--- config.mk ---
export PLATFORM = sky130hd
export DESIGN_NAME = line_rasterizer_core
export DESIGN_NICKNAME = d
export VERILOG_FILES = /design/src/hdl/lrc_pkg.sv /design/src/hdl/line_rasterizer_core.sv /design/src/hdl/lrc_front.sv /design/src/hdl/lrc_cmd_fifo.sv /design/src/hdl/lrc_walker.sv
export SDC_FILE = /design/constraint.sdc
export NUM_CORES = 1
export LEC_CHECK = 0
export BUFFER_PORTS_ARGS = -buffer_cell sky130_fd_sc_hd__buf_2
export CORE_MARGIN = 2
export CORE_UTILIZATION = 35
export CTS_BUF_LIST = sky130_fd_sc_hd__clkbuf_2 sky130_fd_sc_hd__clkbuf_4 sky130_fd_sc_hd__clkbuf_8
export DETAILED_ROUTE_END_ITERATION = 16
export PLACE_DENSITY_LB_ADDON = 0.12
export SLEW_MARGIN = 20
export SYNTH_ARGS = -nofsm -noshare
export SYNTH_HDL_FRONTEND = slang
export SYNTH_SLANG_ARGS = --single-unit
--- constraint.sdc ---
create_clock -name i_clk -period 17.7 [get_ports i_clk]
set_clock_uncertainty 0.2 [all_clocks]
set_input_delay 3.54 -clock i_clk [delete_from_list [all_inputs] [get_ports i_clk]]
set_output_delay 3.54 -clock i_clk [all_outputs]
set_load 0.01 [all_outputs]
--- src/hdl/lrc_pkg.sv ---
package lrc_pkg;

    localparam int COORD_BITS_DEF = 6;
    localparam int CFG_W          = 7;
    localparam int COLOR_W        = 8;
    localparam int CFG_IDX_W      = 2;
    localparam int CMD_DEPTH      = 4;

    localparam logic [CFG_W-1:0] IMG_SIZE_RESET = 7'd64;

    localparam logic [CFG_IDX_W-1:0] CFG_IMAGE_WIDTH  = 2'd0;
    localparam logic [CFG_IDX_W-1:0] CFG_IMAGE_HEIGHT = 2'd1;

    typedef struct packed {
        logic [COLOR_W-1:0] red;
        logic [COLOR_W-1:0] green;
        logic [COLOR_W-1:0] blue;
    } t_color;

    // line classification handed from front to walker
    typedef struct packed {
        logic x_major;
        logic step_neg;
    } t_cls;

endpackage

--- src/hdl/line_rasterizer_core.sv ---
// Bresenham line rasterizer. Each command (two endpoints and a color) is
// walked along its major axis, one pixel per cycle, from the lower endpoint
// up to but not including the higher one; a zero-length line yields no
// pixels. The front stage classifies a command and parks it in a
// four-entry command queue, so commands keep flowing in while a line
// is being drawn. In the walker a line first loads its command, then
// yields one pixel per cycle, limited by the single error-term update per
// step; pops held low stall the walk.
// image_width and image_height only set the visible flag; they should be
// written while no line is in flight.
module line_rasterizer_core #(
    parameter int COORD_BITS = lrc_pkg::COORD_BITS_DEF
) (
    input  logic                          i_clk,
    input  logic                          i_rst_n,
    input  logic                          push,
    output logic                          full,
    input  logic [COORD_BITS-1:0]         i_start_x,
    input  logic [COORD_BITS-1:0]         i_start_y,
    input  logic [COORD_BITS-1:0]         i_end_x,
    input  logic [COORD_BITS-1:0]         i_end_y,
    input  logic [lrc_pkg::COLOR_W-1:0]   i_red_in,
    input  logic [lrc_pkg::COLOR_W-1:0]   i_green_in,
    input  logic [lrc_pkg::COLOR_W-1:0]   i_blue_in,
    input  logic                          i_cfg_we,
    input  logic [lrc_pkg::CFG_IDX_W-1:0] i_cfg_idx,
    input  logic [lrc_pkg::CFG_W-1:0]     i_cfg_data,
    output logic                          empty,
    input  logic                          pop,
    output logic [COORD_BITS-1:0]         o_pixel_x,
    output logic [COORD_BITS-1:0]         o_pixel_y,
    output logic [lrc_pkg::COLOR_W-1:0]   o_pixel_red,
    output logic [lrc_pkg::COLOR_W-1:0]   o_pixel_green,
    output logic [lrc_pkg::COLOR_W-1:0]   o_pixel_blue,
    output logic                          o_visible,
    output logic                          o_last_pixel
);
    import lrc_pkg::*;

    localparam int CB    = COORD_BITS;
    localparam int CMD_W = $bits(t_cls) + 5 * CB + $bits(t_color);

    logic [CFG_W-1:0] r_image_width, r_image_height;

    t_color           in_color, f_color, w_color, out_color;
    t_cls             f_cls, w_cls;
    logic [CB-1:0]    f_maj0, f_maj1, f_min0, f_dmaj, f_dmin;
    logic [CB-1:0]    w_maj0, w_maj1, w_min0, w_dmaj, w_dmin;
    logic             f_valid, q_full, q_empty, w_take;
    logic [CMD_W-1:0] q_wdata, q_rdata;

    always_ff @(posedge i_clk) begin
        if (!i_rst_n) begin
            r_image_width  <= IMG_SIZE_RESET;
            r_image_height <= IMG_SIZE_RESET;
        end else if (i_cfg_we) begin
            unique case (i_cfg_idx)
                CFG_IMAGE_WIDTH:  r_image_width  <= i_cfg_data;
                CFG_IMAGE_HEIGHT: r_image_height <= i_cfg_data;
                default: ;
            endcase
        end
    end

    assign in_color = '{red: i_red_in, green: i_green_in, blue: i_blue_in};

    lrc_front #(.COORD_BITS(CB)) u_front (
        .i_clk     (i_clk),
        .i_rst_n   (i_rst_n),
        .i_push    (push),
        .o_full    (full),
        .i_start_x (i_start_x),
        .i_start_y (i_start_y),
        .i_end_x   (i_end_x),
        .i_end_y   (i_end_y),
        .i_color   (in_color),
        .o_valid   (f_valid),
        .i_ready   (!q_full),
        .o_cls     (f_cls),
        .o_maj0    (f_maj0),
        .o_maj1    (f_maj1),
        .o_min0    (f_min0),
        .o_dmaj    (f_dmaj),
        .o_dmin    (f_dmin),
        .o_color   (f_color)
    );

    assign q_wdata = {f_cls, f_maj0, f_maj1, f_min0, f_dmaj, f_dmin, f_color};

    lrc_cmd_fifo #(.WIDTH(CMD_W), .DEPTH(CMD_DEPTH)) u_queue (
        .i_clk   (i_clk),
        .i_rst_n (i_rst_n),
        .i_wr    (f_valid),
        .o_full  (q_full),
        .i_data  (q_wdata),
        .i_rd    (w_take),
        .o_empty (q_empty),
        .o_data  (q_rdata)
    );

    assign {w_cls, w_maj0, w_maj1, w_min0, w_dmaj, w_dmin, w_color} = q_rdata;

    lrc_walker #(.COORD_BITS(CB)) u_walker (
        .i_clk          (i_clk),
        .i_rst_n        (i_rst_n),
        .i_cmd_valid    (!q_empty),
        .o_cmd_take     (w_take),
        .i_cls          (w_cls),
        .i_maj0         (w_maj0),
        .i_maj1         (w_maj1),
        .i_min0         (w_min0),
        .i_dmaj         (w_dmaj),
        .i_dmin         (w_dmin),
        .i_color        (w_color),
        .i_image_width  (r_image_width),
        .i_image_height (r_image_height),
        .o_empty        (empty),
        .i_pop          (pop),
        .o_pixel_x      (o_pixel_x),
        .o_pixel_y      (o_pixel_y),
        .o_color        (out_color),
        .o_visible      (o_visible),
        .o_last_pixel   (o_last_pixel)
    );

    assign o_pixel_red   = out_color.red;
    assign o_pixel_green = out_color.green;
    assign o_pixel_blue  = out_color.blue;

endmodule

--- src/hdl/lrc_front.sv ---
module lrc_front #(
    parameter int COORD_BITS = lrc_pkg::COORD_BITS_DEF
) (
    input  logic                  i_clk,
    input  logic                  i_rst_n,
    input  logic                  i_push,
    output logic                  o_full,
    input  logic [COORD_BITS-1:0] i_start_x,
    input  logic [COORD_BITS-1:0] i_start_y,
    input  logic [COORD_BITS-1:0] i_end_x,
    input  logic [COORD_BITS-1:0] i_end_y,
    input  lrc_pkg::t_color       i_color,
    output logic                  o_valid,
    input  logic                  i_ready,
    output lrc_pkg::t_cls         o_cls,
    output logic [COORD_BITS-1:0] o_maj0,
    output logic [COORD_BITS-1:0] o_maj1,
    output logic [COORD_BITS-1:0] o_min0,
    output logic [COORD_BITS-1:0] o_dmaj,
    output logic [COORD_BITS-1:0] o_dmin,
    output lrc_pkg::t_color       o_color
);
    import lrc_pkg::*;

    localparam int CB = COORD_BITS;

    logic signed [CB:0] dx, dy, dm;
    logic [CB-1:0]      ax, ay, maj0, maj1, min0, min1, dmaj, dmin;
    logic               x_major, accept;

    logic               r_valid;
    t_cls               r_cls;
    logic [CB-1:0]      r_maj0, r_maj1, r_min0, r_dmaj, r_dmin;
    t_color             r_color;

    always_comb begin
        dx = $signed({1'b0, i_end_x}) - $signed({1'b0, i_start_x});
        dy = $signed({1'b0, i_end_y}) - $signed({1'b0, i_start_y});
        ax = dx[CB] ? CB'(-dx) : dx[CB-1:0];
        ay = dy[CB] ? CB'(-dy) : dy[CB-1:0];
        x_major = ay < ax;
        if (x_major) begin
            if (!dx[CB]) begin
                maj0 = i_start_x; maj1 = i_end_x; min0 = i_start_y; min1 = i_end_y;
            end else begin
                maj0 = i_end_x; maj1 = i_start_x; min0 = i_end_y; min1 = i_start_y;
            end
        end else begin
            if (!dy[CB]) begin
                maj0 = i_start_y; maj1 = i_end_y; min0 = i_start_x; min1 = i_end_x;
            end else begin
                maj0 = i_end_y; maj1 = i_start_y; min0 = i_end_x; min1 = i_start_x;
            end
        end
        dmaj = maj1 - maj0;
        dm   = $signed({1'b0, min1}) - $signed({1'b0, min0});
        dmin = dm[CB] ? CB'(-dm) : dm[CB-1:0];
    end

    assign o_full = r_valid && !i_ready;
    assign accept = i_push && !o_full;

    always_ff @(posedge i_clk) begin
        if (!i_rst_n) begin
            r_valid <= 1'b0;
        end else if (!r_valid || i_ready) begin
            // zero-length lines are dropped here
            r_valid <= accept && (dmaj != '0);
        end
        if (accept) begin
            r_cls.x_major  <= x_major;
            r_cls.step_neg <= dm[CB];
            r_maj0  <= maj0;
            r_maj1  <= maj1;
            r_min0  <= min0;
            r_dmaj  <= dmaj;
            r_dmin  <= dmin;
            r_color <= i_color;
        end
    end

    assign o_valid = r_valid;
    assign o_cls   = r_cls;
    assign o_maj0  = r_maj0;
    assign o_maj1  = r_maj1;
    assign o_min0  = r_min0;
    assign o_dmaj  = r_dmaj;
    assign o_dmin  = r_dmin;
    assign o_color = r_color;

endmodule

--- src/hdl/lrc_cmd_fifo.sv ---
module lrc_cmd_fifo #(
    parameter int WIDTH = 8,
    parameter int DEPTH = lrc_pkg::CMD_DEPTH
) (
    input  logic             i_clk,
    input  logic             i_rst_n,
    input  logic             i_wr,
    output logic             o_full,
    input  logic [WIDTH-1:0] i_data,
    input  logic             i_rd,
    output logic             o_empty,
    output logic [WIDTH-1:0] o_data
);
    localparam int PW = (DEPTH > 1) ? $clog2(DEPTH) : 1;
    localparam int CW = $clog2(DEPTH + 1);

    logic [WIDTH-1:0] r_mem [DEPTH];
    logic [PW-1:0]    r_wr_ptr, r_rd_ptr;
    logic [CW-1:0]    r_count;
    logic             do_wr, do_rd;

    assign o_full  = (r_count == CW'(DEPTH));
    assign o_empty = (r_count == '0);
    assign do_wr   = i_wr && !o_full;
    assign do_rd   = i_rd && !o_empty;
    assign o_data  = r_mem[r_rd_ptr];

    always_ff @(posedge i_clk) begin
        if (!i_rst_n) begin
            r_wr_ptr <= '0;
            r_rd_ptr <= '0;
            r_count  <= '0;
        end else begin
            if (do_wr) begin
                r_wr_ptr <= (r_wr_ptr == PW'(DEPTH - 1)) ? '0 : r_wr_ptr + 1'b1;
            end
            if (do_rd) begin
                r_rd_ptr <= (r_rd_ptr == PW'(DEPTH - 1)) ? '0 : r_rd_ptr + 1'b1;
            end
            if (do_wr && !do_rd) begin
                r_count <= r_count + 1'b1;
            end else if (do_rd && !do_wr) begin
                r_count <= r_count - 1'b1;
            end
        end
        if (do_wr) begin
            r_mem[r_wr_ptr] <= i_data;
        end
    end

endmodule

--- src/hdl/lrc_walker.sv ---
module lrc_walker #(
    parameter int COORD_BITS = lrc_pkg::COORD_BITS_DEF
) (
    input  logic                      i_clk,
    input  logic                      i_rst_n,
    input  logic                      i_cmd_valid,
    output logic                      o_cmd_take,
    input  lrc_pkg::t_cls             i_cls,
    input  logic [COORD_BITS-1:0]     i_maj0,
    input  logic [COORD_BITS-1:0]     i_maj1,
    input  logic [COORD_BITS-1:0]     i_min0,
    input  logic [COORD_BITS-1:0]     i_dmaj,
    input  logic [COORD_BITS-1:0]     i_dmin,
    input  lrc_pkg::t_color           i_color,
    input  logic [lrc_pkg::CFG_W-1:0] i_image_width,
    input  logic [lrc_pkg::CFG_W-1:0] i_image_height,
    output logic                      o_empty,
    input  logic                      i_pop,
    output logic [COORD_BITS-1:0]     o_pixel_x,
    output logic [COORD_BITS-1:0]     o_pixel_y,
    output lrc_pkg::t_color           o_color,
    output logic                      o_visible,
    output logic                      o_last_pixel
);
    import lrc_pkg::*;

    localparam int CB = COORD_BITS;
    localparam int EW = CB + 3;
    localparam int VW = (CB > CFG_W) ? CB : CFG_W;

    logic                 r_busy;
    t_cls                 r_cls;
    logic [CB-1:0]        r_maj, r_maj1, r_min;
    logic signed [EW-1:0] r_err, r_dmaj2, r_dmin2;
    t_color               r_color;

    logic                 r_out_valid;
    logic [CB-1:0]        r_px, r_py;
    t_color               r_out_color;
    logic                 r_vis, r_last;

    logic                 advance, last;
    logic [CB-1:0]        cur_x, cur_y;
    logic signed [EW-1:0] in_dmin2, in_dmaj;
    logic signed [EW-1:0] n_err;
    logic [CB-1:0]        n_min;

    assign o_cmd_take = !r_busy && i_cmd_valid;
    assign advance    = r_busy && (!r_out_valid || i_pop);
    assign last       = ({1'b0, r_maj} + 1'b1) == {1'b0, r_maj1};
    assign cur_x      = r_cls.x_major ? r_maj : r_min;
    assign cur_y      = r_cls.x_major ? r_min : r_maj;
    assign in_dmin2   = $signed({2'b00, i_dmin, 1'b0});
    assign in_dmaj    = $signed({3'b000, i_dmaj});

    always_comb begin
        n_err = r_err + r_dmin2;
        n_min = r_min;
        if (r_err > 0) begin
            n_err = r_err - r_dmaj2 + r_dmin2;
            n_min = r_cls.step_neg ? r_min - 1'b1 : r_min + 1'b1;
        end
    end

    always_ff @(posedge i_clk) begin
        if (!i_rst_n) begin
            r_busy      <= 1'b0;
            r_out_valid <= 1'b0;
        end else begin
            if (o_cmd_take) begin
                r_busy <= 1'b1;
            end else if (advance && last) begin
                r_busy <= 1'b0;
            end
            if (advance) begin
                r_out_valid <= 1'b1;
            end else if (i_pop) begin
                r_out_valid <= 1'b0;
            end
        end
        if (o_cmd_take) begin
            r_cls   <= i_cls;
            r_maj   <= i_maj0;
            r_maj1  <= i_maj1;
            r_min   <= i_min0;
            r_err   <= in_dmin2 - in_dmaj;
            r_dmaj2 <= $signed({2'b00, i_dmaj, 1'b0});
            r_dmin2 <= in_dmin2;
            r_color <= i_color;
        end else if (advance) begin
            r_maj <= r_maj + 1'b1;
            r_min <= n_min;
            r_err <= n_err;
        end
        if (advance) begin
            r_px        <= cur_x;
            r_py        <= cur_y;
            r_out_color <= r_color;
            r_vis       <= (VW'(cur_x) < VW'(i_image_width)) &&
                           (VW'(cur_y) < VW'(i_image_height));
            r_last      <= last;
        end
    end

    assign o_empty      = !r_out_valid;
    assign o_pixel_x    = r_px;
    assign o_pixel_y    = r_py;
    assign o_color      = r_out_color;
    assign o_visible    = r_vis;
    assign o_last_pixel = r_last;

endmodule

* Yosys cells after proc, flatten, opt, wreduce, memory -nomap -nowiden
Memories as Yosys holds them, arrays and structs flattened. A register that Yosys moved wholly into a read port is not among the register bits.
Index checks and enable logic that the tools add are counted.
** Storage, ports and cells
- Bits in registers :: 183
- Bits in writable memories :: 224
- Input bits :: 62
- Output and inout port bits :: 40
- Word-level logic and storage cells :: 135
- Memories :: 1
** Memory list
- u_queue.r_mem :: depth 4, bits a word 56, read ports 1, clocked after Yosys merged registers in 1, wr ports 1, RTL line lrc_cmd_fifo.sv:17 : logic [WIDTH-1:0] r_mem [DEPTH];
** Operators by class
- Add/subtract/negate cells :: 19
- Order comparisons :: 4
- Equality and inequality tests :: 5
- Multiplexer cells :: 38
- Reduce and logical (&&, ||, !) cells :: 32
** Operators by type and width (number)
- 2-to-1 mux 6 bit :: 23
- 2-to-1 mux 9 bit :: 3
- subtractor 6 x 6 -> 7 bit :: 3
- adder 9 x 8 -> 9 bit :: 2
- negator 6 bit :: 3
- less-than comparator 6 x 7 -> 1 bit :: 2
- adder 6 x 1 -> 6 bit (second input constant) :: 2
- logical AND 1 bit :: 11
- nonzero test 2 bit :: 5
- > comparator 9 x 1 -> 1 bit (second input constant) :: 1
- subtractor 9 x 8 -> 9 bit :: 1
- zero test 1 bit :: 8
- 2-to-1 mux 2 bit :: 4
- subtractor 7 x 6 -> 8 bit :: 1
- adder 6 x 1 -> 7 bit (second input constant) :: 1
- == test 7 x 6 -> 1 bit :: 1
- less-than comparator 6 bit :: 1
- 2-to-1 mux 1 bit :: 6
- 2-to-1 mux 3 bit :: 2
- AND reduction 2 bit :: 3
- nonzero test 6 bit :: 1
- subtractor 6 x 1 -> 6 bit (second input constant) :: 1
- subtractor 6 bit :: 1
- adder 2 x 1 -> 2 bit (second input constant) :: 2
- other kinds (8) :: 10

* Depth between registers and ports, before layout
- Word-level depth :: 8
- Mapped depth :: 27
- Mapped depth without buffers :: 24

* Modules after synthesis
A second synthesis with hierarchy kept.
** Second synthesis, totals
- Cells, all modules :: 1153
- Area total of the unflattened synthesis :: 18425.2 µm²
** By module, submodules not included
- lrc_cmd_fifo :: times used 1, cells an instance 343, area each 8590.7 µm², sequential area each 6906.6 µm²
- lrc_walker :: times used 1, cells an instance 395, area each 5188.7 µm², sequential area each 3133.0 µm²
- lrc_front :: times used 1, cells an instance 358, area each 4088.9 µm², sequential area each 1701.6 µm²
- line_rasterizer_core :: times used 1, cells an instance 57, area each 556.8 µm², sequential area each 280.3 µm²

* Worst setup path after synthesis
No wires, ideal clock.
- Path type :: input port to flip-flop
- Start point :: input i_end_y[0]
- End point :: register u_front.r_dmin[5] (netlist: u_front.o_dmin[5]) (data pin)
- Library setup time :: 0.276 ns
- Arrival time :: 7.938 ns
- Data required time :: 17.224 ns
- Setup slack :: 9.287 ns
- Stages on the path :: 25
- Buffers on the path :: 2
- Cells stage by stage :: inv_1 ha_1 fa_1 nor2b_1 o21a_1 o21ai_1 a21oi_1 buf_2 nor2_1 xnor2_1 ha_1 a21o_1 a31oi_1 o21ai_2 inv_1 buf_2 mux2i_1 ha_1 inv_1 fa_1 a21o_1 a21oi_1 xnor2_1 a31oi_1 xor2_1
** Between the ends
- Word-level cells in the longest chain between the ends :: 8
- Elaborated cells on any way between the ends :: 13
- Classes of those cells :: add/sub: 4; order compare: 1; mux: 8
** Ends and longest elaborated chain
- start, declared :: RTL line line_rasterizer_core.sv:21 : input logic [COORD_BITS-1:0] i_end_y,
- subtractor 6 x 6 -> 7 bit * :: RTL line lrc_front.sv:38 : dy = $signed({1'b0, i_end_y}) - $signed({1'b0, i_start_y});
- negator 6 bit :: RTL line lrc_front.sv:40 : ay = dy[CB] ? CB'(-dy) : dy[CB-1:0];
- 2-to-1 mux 6 bit * :: RTL line lrc_front.sv:40
- less-than comparator 6 bit * :: RTL line lrc_front.sv:41 : x_major = ay < ax;
- net u_front.x_major :: RTL line lrc_front.sv:29 : logic x_major, accept;
- 2-to-1 mux 6 bit * :: RTL line lrc_front.sv:42 : if (x_major) begin
- net u_front.min0[0] :: RTL line lrc_front.sv:28 : logic [CB-1:0] ax, ay, maj0, maj1, min0, min1, dmaj, dmin;
- subtractor 6 x 6 -> 7 bit * :: RTL line lrc_front.sv:56 : dm = $signed({1'b0, min1}) - $signed({1'b0, min0});
- negator 6 bit :: RTL line lrc_front.sv:57 : dmin = dm[CB] ? CB'(-dm) : dm[CB-1:0];
- 2-to-1 mux 6 bit * :: RTL line lrc_front.sv:57
- net u_front.dmin[5] :: RTL line lrc_front.sv:28
- end signal, assigned :: RTL line lrc_front.sv:77 : r_dmin <= dmin;
- end, declared :: RTL line lrc_front.sv:33 : logic [CB-1:0] r_maj0, r_maj1, r_min0, r_dmaj, r_dmin;
Mark *: on every way through the listed nets, which the timed path passes. The rest lies on a longest branch.
A chain may end at the register's enable or synchronous reset.

* Final worst setup path
- Start point :: input i_end_y[0]
- End point :: register u_front.r_dmin[5] (netlist: u_front.o_dmin[5]) (data pin)
** Between the ends
- Word-level cells in the longest chain between the ends :: 8
- Elaborated cells on any way between the ends :: 13
- Classes of those cells :: add/sub: 4; order compare: 1; mux: 8
** Ends and longest elaborated chain (RTL line)
- subtractor 6 x 6 -> 7 bit :: lrc_front.sv:38
- negator 6 bit :: lrc_front.sv:40
- 2-to-1 mux 6 bit :: lrc_front.sv:40
- less-than comparator 6 bit :: lrc_front.sv:41
- 2-to-1 mux 6 bit * :: lrc_front.sv:42
- net u_front.min0[0] :: lrc_front.sv:28
- subtractor 6 x 6 -> 7 bit * :: lrc_front.sv:56
- negator 6 bit :: lrc_front.sv:57
- 2-to-1 mux 6 bit * :: lrc_front.sv:57
- net u_front.dmin[5] :: lrc_front.sv:28
Marks and branches as above.

==> impl_table.tex <==
\begin{tabular}{lr}
\hline
Metric & Value \\
\hline
\multicolumn{2}{l}{\textbf{Synth}} \\
\quad Share of the synthesized area in the top cell type & 63.6\% \\
\quad Fraction of the yosys area taken by sequential cells & roughly 66\% \\
\quad Share of flip-flops with an asynchronous set or reset after synthesis & 0\% \\
\quad Post-synth EDFFs & around 380 \\
\quad Number of nets produced by synthesis & $\sim$1,300 \\
\quad Most instantiated flip-flop cell in the synthesis netlist & sky130\_fd\_sc\_hd\_\_edfxtp\_1 \\
\quad Synthesized netlist cell count & about 1,100 \\
\quad Dominant cell by count in the synthesized netlist & sky130\_fd\_sc\_hd\_\_edfxtp\_1 \\
\quad Flop and latch count out of synthesis & between 400 and 500 \\
\quad Mapped cell area & between 0.015 and 0.02 mm² \\
\quad Leading post-synthesis cells by instance count & 383 x sky130\_fd\_sc\_hd\_\_edfxtp\_1, 85 x sky130\_fd\_sc\_hd\_\_inv\_1, 69 x sky130\_fd\_sc\_hd\_\_ha\_1, 56 x sky130\_fd\_sc\_hd\_\_mux4\_2, 54 x sky130\_fd\_sc\_hd\_\_mux2i\_1 \\
\quad Main area contributors after synthesis & sky130\_fd\_sc\_hd\_\_edfxtp\_1 64\%, sky130\_fd\_sc\_hd\_\_mux4\_2 7.0\%, sky130\_fd\_sc\_hd\_\_ha\_1 4.8\% \\
\quad Count of unique library cells instantiated by Yosys & between 50 and 60 \\
\quad Largest area contributor in the netlist & sky130\_fd\_sc\_hd\_\_edfxtp\_1 \\
\quad YS warnings & 0 \\
\quad Synthesized area per cell & $\sim$16 µm² \\
\multicolumn{2}{l}{\textbf{Critical path}} \\
\quad Critical Path AT & $\sim$9100 ps \\
\quad Critical path launch point type & primary input \\
\quad CP max FO & 34 \\
\quad Critical Path Sink Type & register \\
\quad Crit path kind & primary input to register \\
\quad Required time of the critical path & between 15,000 and 20,000 ps \\
\multicolumn{2}{l}{\textbf{CTS}} \\
\quad Max Root-Sink Buffers & 3 \\
\quad \# H-tree levels & 3 \\
\quad Post-CTS Hold Buffers & 0 \\
\quad TritonCTS buffer count & 70 \\
\quad Count of instances resized after the clock tree is built & 0 \\
\quad Root cell of the clock tree & sky130\_fd\_sc\_hd\_\_clkbuf\_8 \\
\quad Number of buffers inserted by post-CTS setup repair & 0 \\
\quad Clock latency on the worst-skew pair & 640 ps \\
\quad Clock Sink Count & 409 \\
\quad Clock transition at path regs & 50 ps \\
\quad CTS tree & yes \\
\multicolumn{2}{l}{\textbf{Detailed routing}} \\
\quad Vias per cell & between 4 and 5 \\
\quad First-pass iteration count of the detailed router & 4 \\
\quad Average detailed-routed wire length per instance & around 19 µm \\
\quad Remaining antenna violation count after routing & 0 \\
\quad Total number of vias & about 10,000 \\
\quad Drt initial violations & $\sim$530 \\
\quad Total wirelength of the detailed-routed design & about 40,000 µm \\
\quad DRC viols & 0 \\
\multicolumn{2}{l}{\textbf{Flow run}} \\
\quad Max-cap viol count & 0 \\
\multicolumn{2}{l}{\textbf{Global route}} \\
\quad Overall fraction of global-route tracks in use & between 10\% and 20\% \\
\quad Pin count of the biggest net entering global routing & 57 \\
\quad First-pass GRT wire length & 60,800 µm \\
\quad Antenna violations before repair & 3 \\
\quad Number of global-route vias before repair & between 10,000 and 15,000 \\
\quad Remaining Overflow, GRT & 0 \\
\multicolumn{2}{l}{\textbf{Timing}} \\
\quad Min Tclk post-route & roughly 8900 ps \\
\quad Ratio of final minimum period to clock period & 50.4\% \\
\quad Final worst hold slack & 207 ps \\
\quad Final-report setup violation count & 0 \\
\quad Highest clock rate & 112 MHz \\
\quad Final-report max-slew violation count & 0 \\
\quad Rel. slew slack & between 30 and 40\% \\
\quad Number of hold-slack violations in the final timing report & 0 \\
\quad Setup repair after global routing missed its margin & false \\
\quad Setup TNS after final layout & 0 ps \\
\quad Worst Tran Pin Value & 950 ps \\
\multicolumn{2}{l}{\textbf{Pwr}} \\
\quad Power per Cell Area & between 150 and 200 mW/mm² \\
\quad Power spent charging and discharging nets & 0.00141 W \\
\quad Leakage power of the design & approximately 7.5 nW \\
\quad Proportion of power drawn by the clock network & about a fifth \\
\quad Combinational Power Share & between 30 and 40\% \\
\quad Part of the total power dissipated in sequential elements & between 40\% and 50\% \\
\quad Internal power & 0.00258 W \\
\quad Switching power share of the total & 35.3\% \\
\quad Max rail drop VDD & about 80 µV \\
\multicolumn{2}{l}{\textbf{Finish}} \\
\quad Post-route cell area & just over 0.02 mm² \\
\quad Layout overhead on the synthesized area & 15.0\% \\
\quad Number of fillers in the final layout & between 4,000 and 5,000 \\
\quad Final-stage net count & roughly 1,400 \\
\quad Footprint of the multi-input gates & 0.00560 mm² \\
\quad Layout cells sized above 1 & a little under a quarter \\
\quad FF+latch area & roughly 0.012 mm² \\
\multicolumn{2}{l}{\textbf{Run status}} \\
\quad Outcome & completed \\
\multicolumn{2}{l}{\textbf{Min path}} \\
\quad Path category of the worst min-delay check & register to register \\
\multicolumn{2}{l}{\textbf{Die}} \\
\quad Core box area & slightly above 0.05 mm² \\
\quad Overall die height & roughly 230 µm \\
\quad Area of the die & 0.0535 mm² \\
\quad Boundary pin count & around 100 \\
\quad Starting density of the core & about a third \\
\quad Standard-cell rows & between 80 and 90 \\
\quad Die outline width & between 200 and 250 µm \\
\multicolumn{2}{l}{\textbf{Place}} \\
\quad Final weighted congestion in routability-driven placement & just over 0.8 \\
\quad Port bufs & between 100 and 150 \\
\quad Sum of net half-perimeters after detailed placement & $\sim$26,000 µm \\
\quad Placed cell area & 0.0194 mm² \\
\hline
\end{tabular}
==> cell type report <==
type	count	area share, %
clock inverters	24	0.752
diodes	1	0.0120
flip-flops and latches	409	57.8
inverters	85	1.53
clock buffers	101	5.93
well taps	680	4.09
multi-input cells	611	26.9
repair buffers	115	2.94
==> power groups by stage <==
stage	clock network, W	registers [W]	logic, W
2_1_floorplan	0	0.00156	0.00117
3_3_place_gp	0	0.00162	0.00155
3_5_place_dp	0	0.00162	0.00156
4_1_cts	0.000874	0.00161	0.00157
5_1_grt	0.000916	0.00163	0.00175
6_report	0.000841	0.00160	0.00155
==> cells in the final DEF (no fill, tap or decap), types with 13 or more instances in the layout <==
master	netlist	layout
sky130_fd_sc_hd__buf_4	1	14
sky130_fd_sc_hd__dfxtp_1	26	24
sky130_fd_sc_hd__nor2_1	47	47
sky130_fd_sc_hd__a21oi_1	43	42
sky130_fd_sc_hd__a31oi_1	15	15
sky130_fd_sc_hd__nor2b_1	30	29
sky130_fd_sc_hd__clkbuf_8	0	76
sky130_fd_sc_hd__nor3_1	14	14
sky130_fd_sc_hd__mux4_2	56	56
sky130_fd_sc_hd__buf_2	15	101
sky130_fd_sc_hd__fa_1	15	15
sky130_fd_sc_hd__mux2i_1	54	54
sky130_fd_sc_hd__edfxtp_1	383	383
sky130_fd_sc_hd__o21ai_0	25	25
sky130_fd_sc_hd__clkbuf_4	0	25
sky130_fd_sc_hd__nand2_1	45	45
sky130_fd_sc_hd__xnor2_1	33	33
sky130_fd_sc_hd__a211oi_1	30	30
sky130_fd_sc_hd__clkinv_1	0	13
sky130_fd_sc_hd__xor2_1	18	18
sky130_fd_sc_hd__ha_1	69	69
sky130_fd_sc_hd__inv_1	85	83
==> worst paths after layout <==
kind	startpoint	to	slack [ps]	cells past startpoint
max	i_end_y[0]	u_front.o_dmin[5]$_DFFE_PP_	8770	25
min	u_walker.r_color[8]$_DFFE_PP_	u_walker.o_color[8]$_DFFE_PP_	210	0
max reg2reg	register	u_walker.r_err[7]$_DFFE_PN_	14140	8
min reg2reg	u_walker.r_color[8]$_DFFE_PP_	u_walker.o_color[8]$_DFFE_PP_	210	0
==> worst max-delay path: stages <==
cell and delay [ps]:
sky130_fd_sc_hd__buf_2 130, sky130_fd_sc_hd__inv_1 60, sky130_fd_sc_hd__ha_1 170, sky130_fd_sc_hd__fa_1 230
sky130_fd_sc_hd__nor2b_1 60, sky130_fd_sc_hd__o21a_1 180, sky130_fd_sc_hd__o21ai_1 180, sky130_fd_sc_hd__a21o_1 630
sky130_fd_sc_hd__o21ai_0 250, sky130_fd_sc_hd__xnor2_1 190, sky130_fd_sc_hd__ha_1 320, sky130_fd_sc_hd__a21o_1 160
sky130_fd_sc_hd__a21oi_1 160, sky130_fd_sc_hd__o21ai_2 70, sky130_fd_sc_hd__buf_4 250, sky130_fd_sc_hd__inv_1 550
sky130_fd_sc_hd__mux2i_1 360, sky130_fd_sc_hd__ha_1 220, sky130_fd_sc_hd__inv_1 60, sky130_fd_sc_hd__fa_1 390
sky130_fd_sc_hd__a21o_1 180, sky130_fd_sc_hd__a21oi_1 210, sky130_fd_sc_hd__xnor2_1 180, sky130_fd_sc_hd__a31oi_1 130
sky130_fd_sc_hd__xor2_1 180
==> layer usage <==
layer / vias to the layer above / part of all wire, % / GRT usage (%)
met1: 4922 / 47 / 20.9
met4: 0 / 2.2 / 5.34
li1: 4684 / - / -
met5: - / 0 / 0
met2: 193 / 46 / 23.7
met3: 64 / 4.0 / 3.08
==> metrics by stage <==
step / instances / power [W] / util, % / worst slack [ps]
finish: 2026 / 0.00399 / 40.6 / 8770
detailed placement: 1900 / 0.00318 / 37.9 / 8180
CTS: 2025 / 0.00405 / 40.6 / 8890
global route: 2026 / 0.00429 / 40.6 / 8350
global placement: 1900 / 0.00317 / 37.9 / 8180
floorplan: 1142 / 0.00273 / - / 9290
==> state kept, by name (all words and copies together) (netlist names), 7 cells and up, named ones only <==
name,flops
r_image_width,7
r_image_height,7
u_walker.o_color,24
u_front.o_color,24
u_walker.r_err,9
u_queue.r_mem,224
u_walker.r_color,24
==> cells by family after synthesis <==
group           after synthesis  share of synthesized area [%]
buf+inv                     122                           2.66
fa+ha+maj                    84                           6.43
flops                       409                           66.5
xor+xnor                     51                           2.47
compound gates              176                           6.41
simple gates                178                           4.84
mux                         122                           10.7
Power figures use the tool's default switching activity.
